[src/rtl/fcce_pkg.sv]
// Shared constants, codes and types for the cluster chain engine.
package fcce_pkg;

  localparam int TABLE_DEPTH = 4096;
  localparam int ADDR_W      = $clog2(TABLE_DEPTH);
  localparam int CNT_W       = ADDR_W + 1;

  localparam logic [31:0] FIRST_CLUSTER = 32'd2;
  localparam logic [31:0] END_MARK      = 32'h0FFF_FFFF;
  localparam logic [31:0] END_THRESHOLD = 32'h0FFF_FFF8;
  localparam logic [ADDR_W-1:0] MAX_COUNT = ADDR_W'(TABLE_DEPTH - 2);

  // Request codes
  localparam logic [2:0] REQ_ALLOC = 3'd0;
  localparam logic [2:0] REQ_FREE  = 3'd1;
  localparam logic [2:0] REQ_MAP   = 3'd2;
  localparam logic [2:0] REQ_READ  = 3'd3;
  localparam logic [2:0] REQ_WRITE = 3'd4;

  // Status codes
  localparam logic [1:0] ST_OK     = 2'd0;
  localparam logic [1:0] ST_FULL   = 2'd1;
  localparam logic [1:0] ST_BROKEN = 2'd2;

  // Configuration register indexes
  localparam logic [1:0] CFG_COUNT = 2'd0;
  localparam logic [1:0] CFG_SPC   = 2'd1;
  localparam logic [1:0] CFG_FDS   = 2'd2;

  // Request to the shared divider
  typedef struct packed {
    logic              start;
    logic [31:0]       dividend;
    logic [CNT_W-1:0]  divisor;
  } div_req_t;

endpackage

[src/rtl/fcce_div.sv]
// Restoring divider, one quotient bit per cycle.
module fcce_div (
  input  logic                     clk,
  input  logic                     rst,
  input  fcce_pkg::div_req_t       req,
  output logic                     done,
  output logic [31:0]              quotient,
  output logic [fcce_pkg::CNT_W-1:0] remainder
);
  import fcce_pkg::*;

  logic             busy;
  logic [4:0]       bit_cnt;
  logic [CNT_W:0]   trial;
  logic             fits;

  // Shift in the next dividend bit and test it against the divisor
  assign trial = {remainder, quotient[31]};
  assign fits  = trial >= {1'b0, req.divisor};

  always_ff @(posedge clk) begin
    if (rst) begin
      busy    <= 1'b0;
      done    <= 1'b0;
      bit_cnt <= '0;
    end else begin
      // Pulse done on the last quotient bit
      done <= !req.start && busy && (bit_cnt == 5'd31);
      if (req.start) begin
        busy      <= 1'b1;
        bit_cnt   <= '0;
        quotient  <= req.dividend;
        remainder <= '0;
      end else if (busy) begin
        if (fits) begin
          remainder <= CNT_W'(trial - {1'b0, req.divisor});
        end else begin
          remainder <= trial[CNT_W-1:0];
        end
        quotient <= {quotient[30:0], fits};
        bit_cnt  <= bit_cnt + 5'd1;
        if (bit_cnt == 5'd31) begin
          busy <= 1'b0;
        end
      end
    end
  end

endmodule

[config.mk]
export PLATFORM = sky130hd
export DESIGN_NAME = fcce_div
export DESIGN_NICKNAME = d
export VERILOG_FILES = /design/src/rtl/fcce_pkg.sv /design/src/rtl/fcce_div.sv
export SDC_FILE = /design/constraint.sdc
export NUM_CORES = 1
export LEC_CHECK = 0
export BUFFER_PORTS_ARGS = -buffer_cell sky130_fd_sc_hd__buf_2
export CORE_MARGIN = 4
export CORE_UTILIZATION = 51
export CTS_BUF_LIST = sky130_fd_sc_hd__clkbuf_16
export DETAILED_ROUTE_END_ITERATION = 7
export HOLD_SLACK_MARGIN = 0.1
export PLACE_DENSITY = 0.88
export SYNTH_ARGS = -nofsm -noshare
export SYNTH_HDL_FRONTEND = slang
export SYNTH_SLANG_ARGS = --single-unit
[constraint.sdc]
create_clock -name clk -period 5.5 [get_ports clk]
set_clock_uncertainty 0.15 [all_clocks]
set_input_delay 1.1 -clock clk [delete_from_list [all_inputs] [get_ports clk]]
set_output_delay 1.1 -clock clk [all_outputs]
set_load 0.03 [all_outputs]
Yosys cells after proc, flatten, opt, wreduce, memory -nomap -nowiden
Cells that the tools add are included.

operators by class
  add/subtract/negate cells = 2
  $lt $le $gt $ge = 1
  equality and inequality tests = 1
  mux-type cells = 7
  bitwise logic cells = 1
  reductions and logical operators = 6

operators by type and width
  cell                 number
  $mux 32              2
  $mux 13              2
  $ge 14x13->1         1
  $sub 13x13->13       1
  $add 5x1->5 const B  1
  $eq 5x5->1 const B   1
  $mux 1               3
  $logic_and 1x1->1    2
  $reduce_and 2->1     1
  $reduce_bool 2->1    1
  $reduce_or 2->1      1
  $logic_not 1->1      1
  $not 1->1            1

storage, ports and cells
  bits in registers = 52
  input bits = 48
  output and inout bits = 46
  word-level logic and storage cells = 23

Longest topological paths before layout
Gate-level depths: netlist of the first run.

  depth in word-level cells = 4
  gate-level depth with buffers = 10
  depth with buffers taken out = 9

Least setup slack after synthesis of the first run
OpenSTA, ideal clock, no wires.

  kind = input -> register
  from = input port req[45] (netlist name)
  to = register quotient[0] (enable)
  library setup time = 0.448 ns
  arrival = 3.674 ns
  data required time = 4.902 ns
  setup slack = 1.228 ns
  cell stages on the path = 4
  path buffers = 2
  cell sequence = clkbuf_1 > buf_1 > nor2_1 > nor2_1

on the way
  cells in the longest elaborated chain, start to end = 2

RTL lines
  item                                line            RTL
  start: declaration                  fcce_div.sv:5   input fcce_pkg::div_req_t req,
  $reduce_bool 2->1 (no source line)  n/a
  $reduce_and 2->1 (no source line)   n/a
  end signal: assignment              fcce_div.sv:32  quotient <= req.dividend;
  end signal: assignment              fcce_div.sv:40  quotient <= {quotient[30:0], fits};
  end: declaration                    fcce_div.sv:7   output logic [31:0] quotient,

No other way between the ends.
A chain may end at the register's enable or synchronous reset.

Worst setup path in the final report of the first run
  from = input port req[2] (netlist name)
  to = register remainder[5] (netlist name), data pin

on the way
  cells in the longest elaborated chain, start to end = 3
  elaborated cells on any way between the ends = 4
  classes of those cells = 1 x add/sub; 1 x order compare; 2 x mux

RTL lines
  item                                                   line                            RTL
  $sub 13x13->13 / $ge 14x13->1 (equally long branches)  fcce_div.sv:36, fcce_div.sv:19
  $mux 13 *                                              fcce_div.sv:35                  if (fits) begin
  $mux 13 *                                              fcce_div.sv:34                  end else if (busy) begin
  end signal: assignment                                 fcce_div.sv:36                  remainder <= CNT_W'(trial - {1'b0, req.divisor});
  end signal: assignment                                 fcce_div.sv:38                  remainder <= trial[CNT_W-1:0];
  end: declaration                                       fcce_div.sv:8                   output logic [fcce_pkg::CNT_W-1:0] remainder

Mark *: on every way between the ends. The rest lies on a longest branch, timed or not. The select of a mux whose other input is x is not followed.

==> impl_results.md, run 1 <==
* First-pass detailed-route iteration total at 4
* Num ports at 94
* Endpoints failing hold at 0
* Endpoint type of the worst setup path: flop
* Pre-CTS WS at 1680 ps
* Final instance area at 3650 um2
* Unrepaired setup endpoints after global routing: false
* Pleak at 1.58 nW
* Via density at 5.48
* Crit path arrival time at 3420 ps
* WL/cell at 15.4 um
* Hold Crit Class: reg2reg
* Final Power at 0.00108 W
* Sw Pwr at 0.000329 W
* Most common cell after layout, fill and taps aside: buf_2
* Post-synth top flop: edfxtp_1
* First-pass GRT wire length at 10300 um
* Die X at 84.8 um
* Detailed Route Iter0 Violations at 112
* Clk sinks at 52
* Post-Syn Area at 3010 um2
* Clk buf depth at 2
* Flop pwr share at 44.8%
* Grt ovf at 0
* Fin nets at 408
* Fin Setup TNS at 0 ps
* CTS tree: built
* # fillers at 455
* Worst VDD drop at 214 uV
* Die Height at 84.8 um
* Setup ws final at 1930 ps
* Total number of vias at 2284
* Post-Route WL at 6410 um
* Slew @ Worst Pin at 1090 ps
* Hpwl dp at 4740 um
* Post-CTS setup buffers at 0
* # rows at 27
* Critical path class: in2reg
* CTS clk-pin slew, worst paths at 70 ps
* Die Area at 7190 um2
* Final Setup Violations at 0
* Pin count of the biggest net entering global routing at 54
* Syn Inst Count at 256
* GP Congestion at 0.867
* Clock Tree Root: clkbuf_16
* Number of global-route vias before repair at 2218
* Finished Core Util at 65.1%
* Area delta synth->final at 21.4%
* Switching share of total power at 30.5%
* Syn_nets at 320
* GRT Overall Usage at 17.9%
* Yosys warning count at 0
* Number of gates resized after CTS at 0
* Initial antenna violation count at 0
* Hold-fix buffers at CTS at 0
* Placed cell areas at 3510 um2
* Starting Density at 53.6%
* Tmin final at 3570 ps
* Sequential Area at 1490 um2
* Worst path required time at 5350 ps
* Outcome: completed
* Async SR Flop Fraction at 0%
* Clock share of power at 28.1%
* Post-synth EDFFs at 45
* Core area at 5610 um2
* Mapped Avg Cell Area at 11.7 um2
* Pint at 0.000749 W
* Antenna cells at 0
* Comb pwr share at 27.1%
* FMAX at 280 MHz
* Area of the multi-input gates at 1380 um2
* Commonest cells after routing, fill and taps aside: 93 x buf_2, 45 x edfxtp_1, 31 x mux2_2
* Max-slew violation count at 0
* Startpoint Class: input port
* Seq/Total Area, Yosys at 49.6%
* CTS buffer count at 5
* Layout cells sized above 1 at 40.6%
* Netlist cell types at 44
* # DRC at 0
* Post-DRT Antenna Nets at 0
* Worst slew margin at 27.6%
* Tcrit/Tclk final at 65.0%
* Clk_lat worst skew at 290 ps
* Max FO, Critical Path at 20
* Max Cap Viol at 0
* Port buffer count at 93
* Pwr dens at 295 nW/um2
* Depth of the CTS H-tree at 2
* FF+latch count, synth at 52
-- state kept, by name (all words and copies together), names as in the netlist --
| register | flops |
|---|---|
| busy | 1 |
| remainder | 13 |
| quotient | 32 |
| bit_cnt | 5 |
| done | 1 |
-- layout make-up --
cell class                      instances  share of cell area, %
Clock inverter                          3                  0.480
Multi-Input combinational cell        172                   37.9
Timing Repair Buffer                   94                   12.9
Tap cell                               72                   2.47
Inverter                               19                   1.95
Sequential cell                        52                   40.8
Clock buffer                            5                   3.43
-- power groups by stage --
stage          clock, W  sequential [W]  combinational, W
2_1_floorplan         0        0.000539          0.000173
3_3_place_gp          0        0.000490          0.000282
3_5_place_dp          0        0.000491          0.000290
4_1_cts        0.000313        0.000483          0.000292
5_1_grt        0.000333        0.000486          0.000319
6_report       0.000303        0.000483          0.000292
-- path summary, 6_finish.rpt --
kind	from	slack, ps	to	cells past startpoint
setup / recovery	req[2]	1930	remainder[5]	9
hold / removal	bit_cnt[4]	380	bit_cnt[4]	2
setup reg to reg	quotient[31]	2400	remainder[5]	9
hold reg to reg	bit_cnt[4]	380	bit_cnt[4]	2
-- Yosys cell counts (3+ instances only) --
master | instances | area [um2]
edfxtp_1 | 45 | 1350
mux2_2 | 31 | 349
inv_1 | 19 | 71.3
nor2_1 | 16 | 60.1
ha_1 | 15 | 188
nand2_1 | 13 | 48.8
a21oi_1 | 10 | 50.1
mux2i_1 | 9 | 90.1
nor3_1 | 9 | 45.0
clkbuf_1 | 7 | 26.3
dfxtp_1 | 7 | 140
nor2b_1 | 6 | 37.5
xnor2_1 | 5 | 43.8
xor2_1 | 5 | 43.8
a31oi_1 | 4 | 25.0
nand2b_1 | 3 | 18.8
nand3_1 | 3 | 15.0
nand4_1 | 3 | 18.8
o21a_1 | 3 | 22.5
o21ai_0 | 3 | 15.0
o31ai_1 | 3 | 22.5
-- critical path, stage by stage --
cell and delay [ps]:
buf_2 70, inv_1 30, ha_1 360, nor2b_1 180
o2111ai_1 310, nand3_2 140, a21oi_2 870, mux2i_1 300
nor2_1 50
-- stage by stage --
step / instances / hold slack (ps)
2_1_floorplan: 256 / 352
3_3_place_gp: 409 / 365
3_5_place_dp: 409 / 373
4_1_cts: 417 / 387
5_1_grt: 417 / 413
6_report: 417 / 384
-- routing by layer --
layer | vias to the layer above | routed length (um) | track usage [%]
met5 | - | 0 | 0
met4 | 0 | 55 | 4.89
met3 | 4 | 398 | 5.20
met2 | 70 | 3350 | 31.2
met1 | 1083 | 2600 | 21.5
li1 | 1127 | - | -
-- cells by family (layout without fill, tap and decap cells) --
logic type	Yosys count	in the layout	synth area share, %
xor+xnor	10	10	2.91
compound gates	39	39	9.78
flops	52	52	49.6
buf+inv	32	121	4.66
simple gates	67	67	11.6
mux	40	40	14.6
fa+ha+maj	16	16	6.91
Note: power is estimated with default switching activity, not from simulation.
==> run 2, diff against run 1 <==
--- a/config.mk
+++ b/config.mk
@@ -7,11 +7,11 @@
 export LEC_CHECK = 0
 export BUFFER_PORTS_ARGS = -buffer_cell sky130_fd_sc_hd__buf_2
 export CORE_MARGIN = 4
-export CORE_UTILIZATION = 51
+export CORE_UTILIZATION = 46
 export CTS_BUF_LIST = sky130_fd_sc_hd__clkbuf_16
 export DETAILED_ROUTE_END_ITERATION = 7
 export HOLD_SLACK_MARGIN = 0.1
-export PLACE_DENSITY = 0.88
+export PLACE_DENSITY = 0.84
 export SYNTH_ARGS = -nofsm -noshare
 export SYNTH_HDL_FRONTEND = slang
 export SYNTH_SLANG_ARGS = --single-unit
==> constraint.sdc (replaced) <==
create_clock -name clk -period 3 [get_ports clk]
set_clock_uncertainty 0.15 [all_clocks]
set_input_delay 0.6 -clock clk [delete_from_list [all_inputs] [get_ports clk]]
set_output_delay 0.6 -clock clk [all_outputs]
set_load 0.03 [all_outputs]
==> run 2 against run 1 <==
Sequential share of layout area is 0.50 points lower. Combinational power is 86% higher. Critical path depth is 2 lower. Hold slack hardly changed. Register-to-register slack worse by 1900 ps. Final cell count is 1.9% higher. Critical path type is now reg2reg. Clock power is 88% higher. Routed wire length is 3.0% higher. Highest routed layer unchanged.
==> impl_results.md, run 2 (synthesis gave the netlist of run 1 again) <==
* Outcome: completed
* Pleak at 1.59 nW
* Total number of vias at 2230
* Worst r2r path cells at 7
* Starting Density at 47.4%
* Top flop regs: quotient x32, remainder x13, bit_cnt x5
* # rows at 29
* Fin nets at 411
* First-pass detailed-route iteration total at 4
* Initial antenna violation count at 0
* Critical-path cell list: ha_1 -> or2_1 -> a21oi_1 -> o21ai_0 -> or4_1 -> nand3b_1 -> a21oi_1
* FMAX at 394 MHz
* Area delta synth->final at 22.9%
* Final Power at 0.00200 W
* GR met1 Demand/Resource at 20.6%
* WL/cell at 15.5 um
* Worst path required time at 2860 ps
* Delay-heaviest family, CP: simple AND/OR/NAND/NOR gates
* Endpoint type of the worst setup path: flop
* Worst VDD drop at 257 uV
* Endpoints failing hold at 0
* Tcrit/Tclk final at 84.7%
* Max FO, Critical Path at 6
* Tmin final at 2540 ps
* Hold-critical path endpoint: bit_cnt[4]
* Critical path class: reg2reg
* Via density at 5.25
* Post-CTS setup buffers at 0
* Final instance area at 3700 um2
* Hpwl dp at 5010 um
* Number of global-route vias before repair at 2196
* Core area at 6350 um2
* Clock Tree Root: clkbuf_16
* Clk buf depth at 2
* Number of gates resized after CTS at 0
* Most common cell after layout, fill and taps aside: buf_2
* GP Congestion at 0.872
* CTS clk-pin slew, worst paths at 70 ps
* Final Setup Violations at 0
* Die Area at 7900 um2
* Met3 Usage GRT at 3.54%
* Worst r2r src: remainder[5]
* GRT Overall Usage at 16.5%
* CTS tree: built
* Port buffer count at 93
* Commonest cells after routing, fill and taps aside: 93 x buf_2, 45 x edfxtp_1, 31 x mux2_2
* Post-Route WL at 6600 um
* Worst hold stages at 2
* Worst slew margin at 59.1%
* Worst Hold Launch: bit_cnt[4]
* WP buf/inv at 0
* Unrepaired setup endpoints after global routing: false
* CTS buffer count at 5
* Max Cap Viol at 0
* Slowest cell on crit path: edfxtp_1
* Max-slew violation count at 0
* Hold-fix buffers at CTS at 0
* Post-DRT Antenna Nets at 0
* # DRC at 0
* Clk sinks at 52
* Die X at 88.9 um
* Met2 Use GR at 28.1%
* Pwr dens at 540 nW/um2
* Hold slack final at 383 ps
* Pin count of the biggest net entering global routing at 53
* Most frequent CP cell: a21oi_1
* Largest Register: quotient
* Hold Crit Class: reg2reg
* Worst reg-to-reg setup slack at 460 ps
* Antenna cells at 0
* Largest register FFs at 32
* Fin Setup TNS at 0 ps
* Detailed Route Iter0 Violations at 110
* Layout cells sized above 1 at 41.4%
* Grt ovf at 0
* Clk_lat worst skew at 290 ps
* Placed cell areas at 3550 um2
* Crit path arrival time at 2400 ps
* Reg2reg end: remainder[9]
* Startpoint Class: flop
* Slew @ Worst Pin at 614 ps
* Grt peak-use layer: met2
* Depth of the CTS H-tree at 2
* Max incr delay on CP at 420 ps
* Die Height at 88.9 um
* Num ports at 94
* First-pass GRT wire length at 10100 um
==> run 2: per-stage QoR <==
stage               worst slack, ps  util (%)  std cells
floorplan                       446         -        256
global placement                253      55.9        417
detailed placement              183      55.9        417
CTS                             467      58.2        425
global route                    288      58.2        425
finish                          459      58.2        425
==> run 2: routing by layer <==
layer	vias up	wire length, um
met2	45	3420
met1	1049	2790
met3	10	264
li1	1126	-
met4	0	129
met5	-	0
==> run 2: worst max path at each step <==
stage,from,to,cells after the start
6_report,remainder[5],remainder[9],7
5_1_grt,remainder[5],remainder[9],7
4_1_cts,remainder[5],remainder[9],7
3_5_place_dp,req[6],remainder[8],10
3_3_place_gp,req[0],remainder[12],9
2_1_floorplan,req[45],quotient[0],4
==> run 2: area by class of cell <==
type                    count  area, um2
clock buffers               5        125
flip-flops and latches     52       1490
repair buffers             97        508
multi-input cells         172       1380
fillers                   539       2650
well taps                  77       96.3
inverters                  19       71.3
clock inverters             3       21.3
==> run 2: power by group <==
group          total (W)  switching, W  internal, W
sequential      0.000884     0.0000304     0.000854
clock           0.000570      0.000259     0.000311
combinational   0.000542      0.000325     0.000218
==> run 2: worst register-to-register path: stages, from the launching register on <==
cell,delay [ps]
edfxtp_1,420
ha_1,370
or2_1,250
a21oi_1,310
o21ai_0,180
or4_1,420
nand3b_1,100
a21oi_1,70
==> run 3, diff against run 2 <==
--- a/config.mk
+++ b/config.mk
@@ -5,13 +5,14 @@
 export SDC_FILE = /design/constraint.sdc
 export NUM_CORES = 1
 export LEC_CHECK = 0
+export ABC_AREA = 1
 export BUFFER_PORTS_ARGS = -buffer_cell sky130_fd_sc_hd__buf_2
 export CORE_MARGIN = 4
-export CORE_UTILIZATION = 46
+export CORE_UTILIZATION = 47
 export CTS_BUF_LIST = sky130_fd_sc_hd__clkbuf_16
 export DETAILED_ROUTE_END_ITERATION = 7
 export HOLD_SLACK_MARGIN = 0.1
-export PLACE_DENSITY = 0.84
+export PLACE_DENSITY = 0.85
 export SYNTH_ARGS = -nofsm -noshare
 export SYNTH_HDL_FRONTEND = slang
 export SYNTH_SLANG_ARGS = --single-unit
==> constraint.sdc (replaced) <==
create_clock -name clk -period 2.1 [get_ports clk]
set_clock_uncertainty 0.15 [all_clocks]
set_input_delay 0.42 -clock clk [delete_from_list [all_inputs] [get_ports clk]]
set_output_delay 0.42 -clock clk [all_outputs]
set_load 0.03 [all_outputs]
==> run 3 against run 2 <==
The run now ends with negative setup slack left. First-iteration DRC count rose by 19%. Final cell count rose by 45%. Utilization rose by 12 points. Critical path depth rose by 3. Largest power group unchanged. Total power rose by 58%.
==> impl_results.md, run 3 <==
* Outcome: finished with violations
* Failing checks: negative setup slack
* Unrepaired setup endpoints after global routing: true
* Largest Register: quotient
* Mux share of post-synthesis cell area at 0%
* Slowest cell on crit path: edfxtp_1
* Grt ovf at 0
* Hold-fix buffers at CTS at 0
* Syn Inst Count at 395
* Slew @ Worst Pin at 423 ps
* Commonest cells post-synth: 164 x nand2_1, 49 x inv_1, 45 x edfxtp_1
* Post-DRT Antenna Nets at 0
* CTS buffer count at 5
* # fillers at 492
* Endpoints failing hold at 0
* Setup ws final at -16.1 ps
* Clk buf depth at 2
* Worst path required time at 2000 ps
* Die Area at 8090 um2
* Clk sinks at 52
* Finished Core Util at 69.8%
* Commonest cells after routing, fill and taps aside: 155 x nand2_1, 93 x buf_2, 48 x buf_4
* Antenna cells at 0
* Area delta synth->final at 42.1%
* Critical path class: reg2reg
* Syn_nets at 459
* Detailed Route Iter0 Violations at 131
* Number of global-route vias before repair at 2992
* Synth area leaders: edfxtp_1 43%, nand2_1 20%, ha_1 5.9%
* CTS tree: built
* Clock Tree Root: clkbuf_16
* Area of the multi-input gates at 1690 um2
* # rows at 29
* Mapped Avg Cell Area at 7.99 um2
* Post-synthesis compound-gate area fraction at 4.64%
* # DRC at 0
* Crit path arrival time at 2010 ps
* Crit path launch: remainder[0]
* Synth Area in Simple Gates at 31.7%
* Starting Density at 49.1%
* Num ports at 94
* Seq/Total Area, Yosys at 47.3%
* GP Congestion at 0.819
* Critical-path cell list: ha_4 -> nand2_2 -> nor2_1 -> nand2_1 -> nor2_4 -> nor2_4 -> nand3_4 -> buf_6 -> o21ai_2 -> nor2_2
* Max incr delay on CP at 490 ps
* CTS clk-pin slew, worst paths at 70 ps
* First-pass detailed-route iteration total at 4
* GRT Overall Usage at 19.6%
* Post-Syn Area at 3160 um2
* First-pass GRT wire length at 13300 um
* Worst slew margin at 71.8%
* Worst hold stages at 3
* Fin nets at 601
* Pin count of the biggest net entering global routing at 35
* FF+latch count, synth at 52
* Combinational family with the most area after synthesis: simple AND/OR/NAND/NOR gates
* Tcrit/Tclk final at 101%
* Port buffer count at 93
* Hold slack final at 248 ps
* Post-Route WL at 8530 um
* Tmin final at 2120 ps
* Via density at 4.98
* Max-slew violation count at 0
* Die X at 89.9 um
* FMAX at 473 MHz
* Layout cells sized above 1 at 41.1%
* Worst setup endpoint: remainder[6]
* WL/cell at 13.9 um
* Initial antenna violation count at 0
* Most frequent CP cell: nor2_4
* Max Cap Viol at 0
* Top flop regs: quotient x32, remainder x13, bit_cnt x5
* Endpoint type of the worst setup path: flop
* Hpwl dp at 6110 um
* Die Height at 89.9 um
* Reg2reg end: remainder[6]
* Post-synth top flop: edfxtp_1
* Final Setup Violations at 2
* Most frequent cell after synthesis: nand2_1
* Top cell type's share of synthesized area at 42.8%
* Total number of vias at 3060
* Hold Crit Class: in2reg
* Max FO, Critical Path at 7
* Core area at 6420 um2
* Depth of the CTS H-tree at 2
* Post-synthesis adder-cell area fraction at 6.58%
* Yosys warning count at 0
* Pwr dens at 704 nW/um2
* Async SR Flop Fraction at 0%
* Worst r2r path cells at 10
* Startpoint Class: flop
* Clk_lat worst skew at 290 ps
* Worst VDD drop at 375 uV
* Most common cell after layout, fill and taps aside: nand2_1
* Cell taking the most area after synthesis: edfxtp_1
* Largest register FFs at 32
* Pleak at 2.29 nW
* Worst r2r src: remainder[0]
* Worst reg-to-reg setup slack at -20 ps
* Post-synth EDFFs at 45
* Synth Area in XOR/XNOR at 1.67%
* Sequential Area at 1490 um2
* Netlist cell types at 31
-- run 3: area by class of cell --
type	instances	share of cell area, %
clock buffer	5	2.79
clock inverter	3	0.474
inverter	53	4.55
multi-input combinational	281	37.6
sequential	52	33.2
tap	77	2.15
timing repair buffer	144	19.2
-- run 3: kinds of logic after synthesis --
logic type	after synthesis
simple gates	236
buf+inv	63
flops	52
compound gates	22
fa+ha+maj	16
xor+xnor	6
-- run 3: power breakdown --
group / internal (W) / leakage (nW) / switching, W
registers: 0.00122 / 0.492 / 0.0000500
clock network: 0.000447 / 0.0760 / 0.000376
logic: 0.000442 / 1.72 / 0.000622
total: 0.00211 / 2.29 / 0.00105
-- run 3: worst min path at each step --
stage	end	from
5_1_grt	quotient[21]	req[34]
3_5_place_dp	bit_cnt[4]	bit_cnt[4]
3_3_place_gp	bit_cnt[4]	bit_cnt[4]
6_report	quotient[0]	req[13]
4_1_cts	quotient[0]	req[13]
2_1_floorplan	bit_cnt[4]	bit_cnt[4]
-- run 3: layer usage --
layer | vias up | wire length [um] | track usage [%]
li1 | 1528 | - | -
met5 | - | 0 | 0
met4 | 0 | 107 | 3.70
met1 | 1417 | 3340 | 23.3
met2 | 102 | 4570 | 36.4
met3 | 13 | 523 | 4.34
-- run 3: worst max-delay path, delay by kind of cell (launching register included) --
family / cells / cell delay, ps
AO/OA/AOI/OAI: 1 / 140
adder cells (fa/ha/maj): 1 / 270
buffers and inverters: 1 / 190
flip-flops: 1 / 490
AND/OR/NAND/NOR: 7 / 640
-- run 3: metrics by stage --
step	instance area (um2)	setup TNS [ps]	worst slack [ps]	std cells	total power, W
after floorplan	3250	-572	-98.9	395	0.00190
after global placement	4080	-1250	-134	599	0.00220
after detailed placement	4080	-1830	-184	599	0.00223
after CTS	4270	-7.18	-5.85	610	0.00307
after global routing	4490	-811	-109	615	0.00334
final	4490	-22.9	-16.1	615	0.00316
-- run 3: timing repair --
action,CTS,global route
setup buffers,2,5
gates cloned,1,0
gates resized for setup,3,35
endpoints found under the setup margin,14,14
pin swaps,0,9
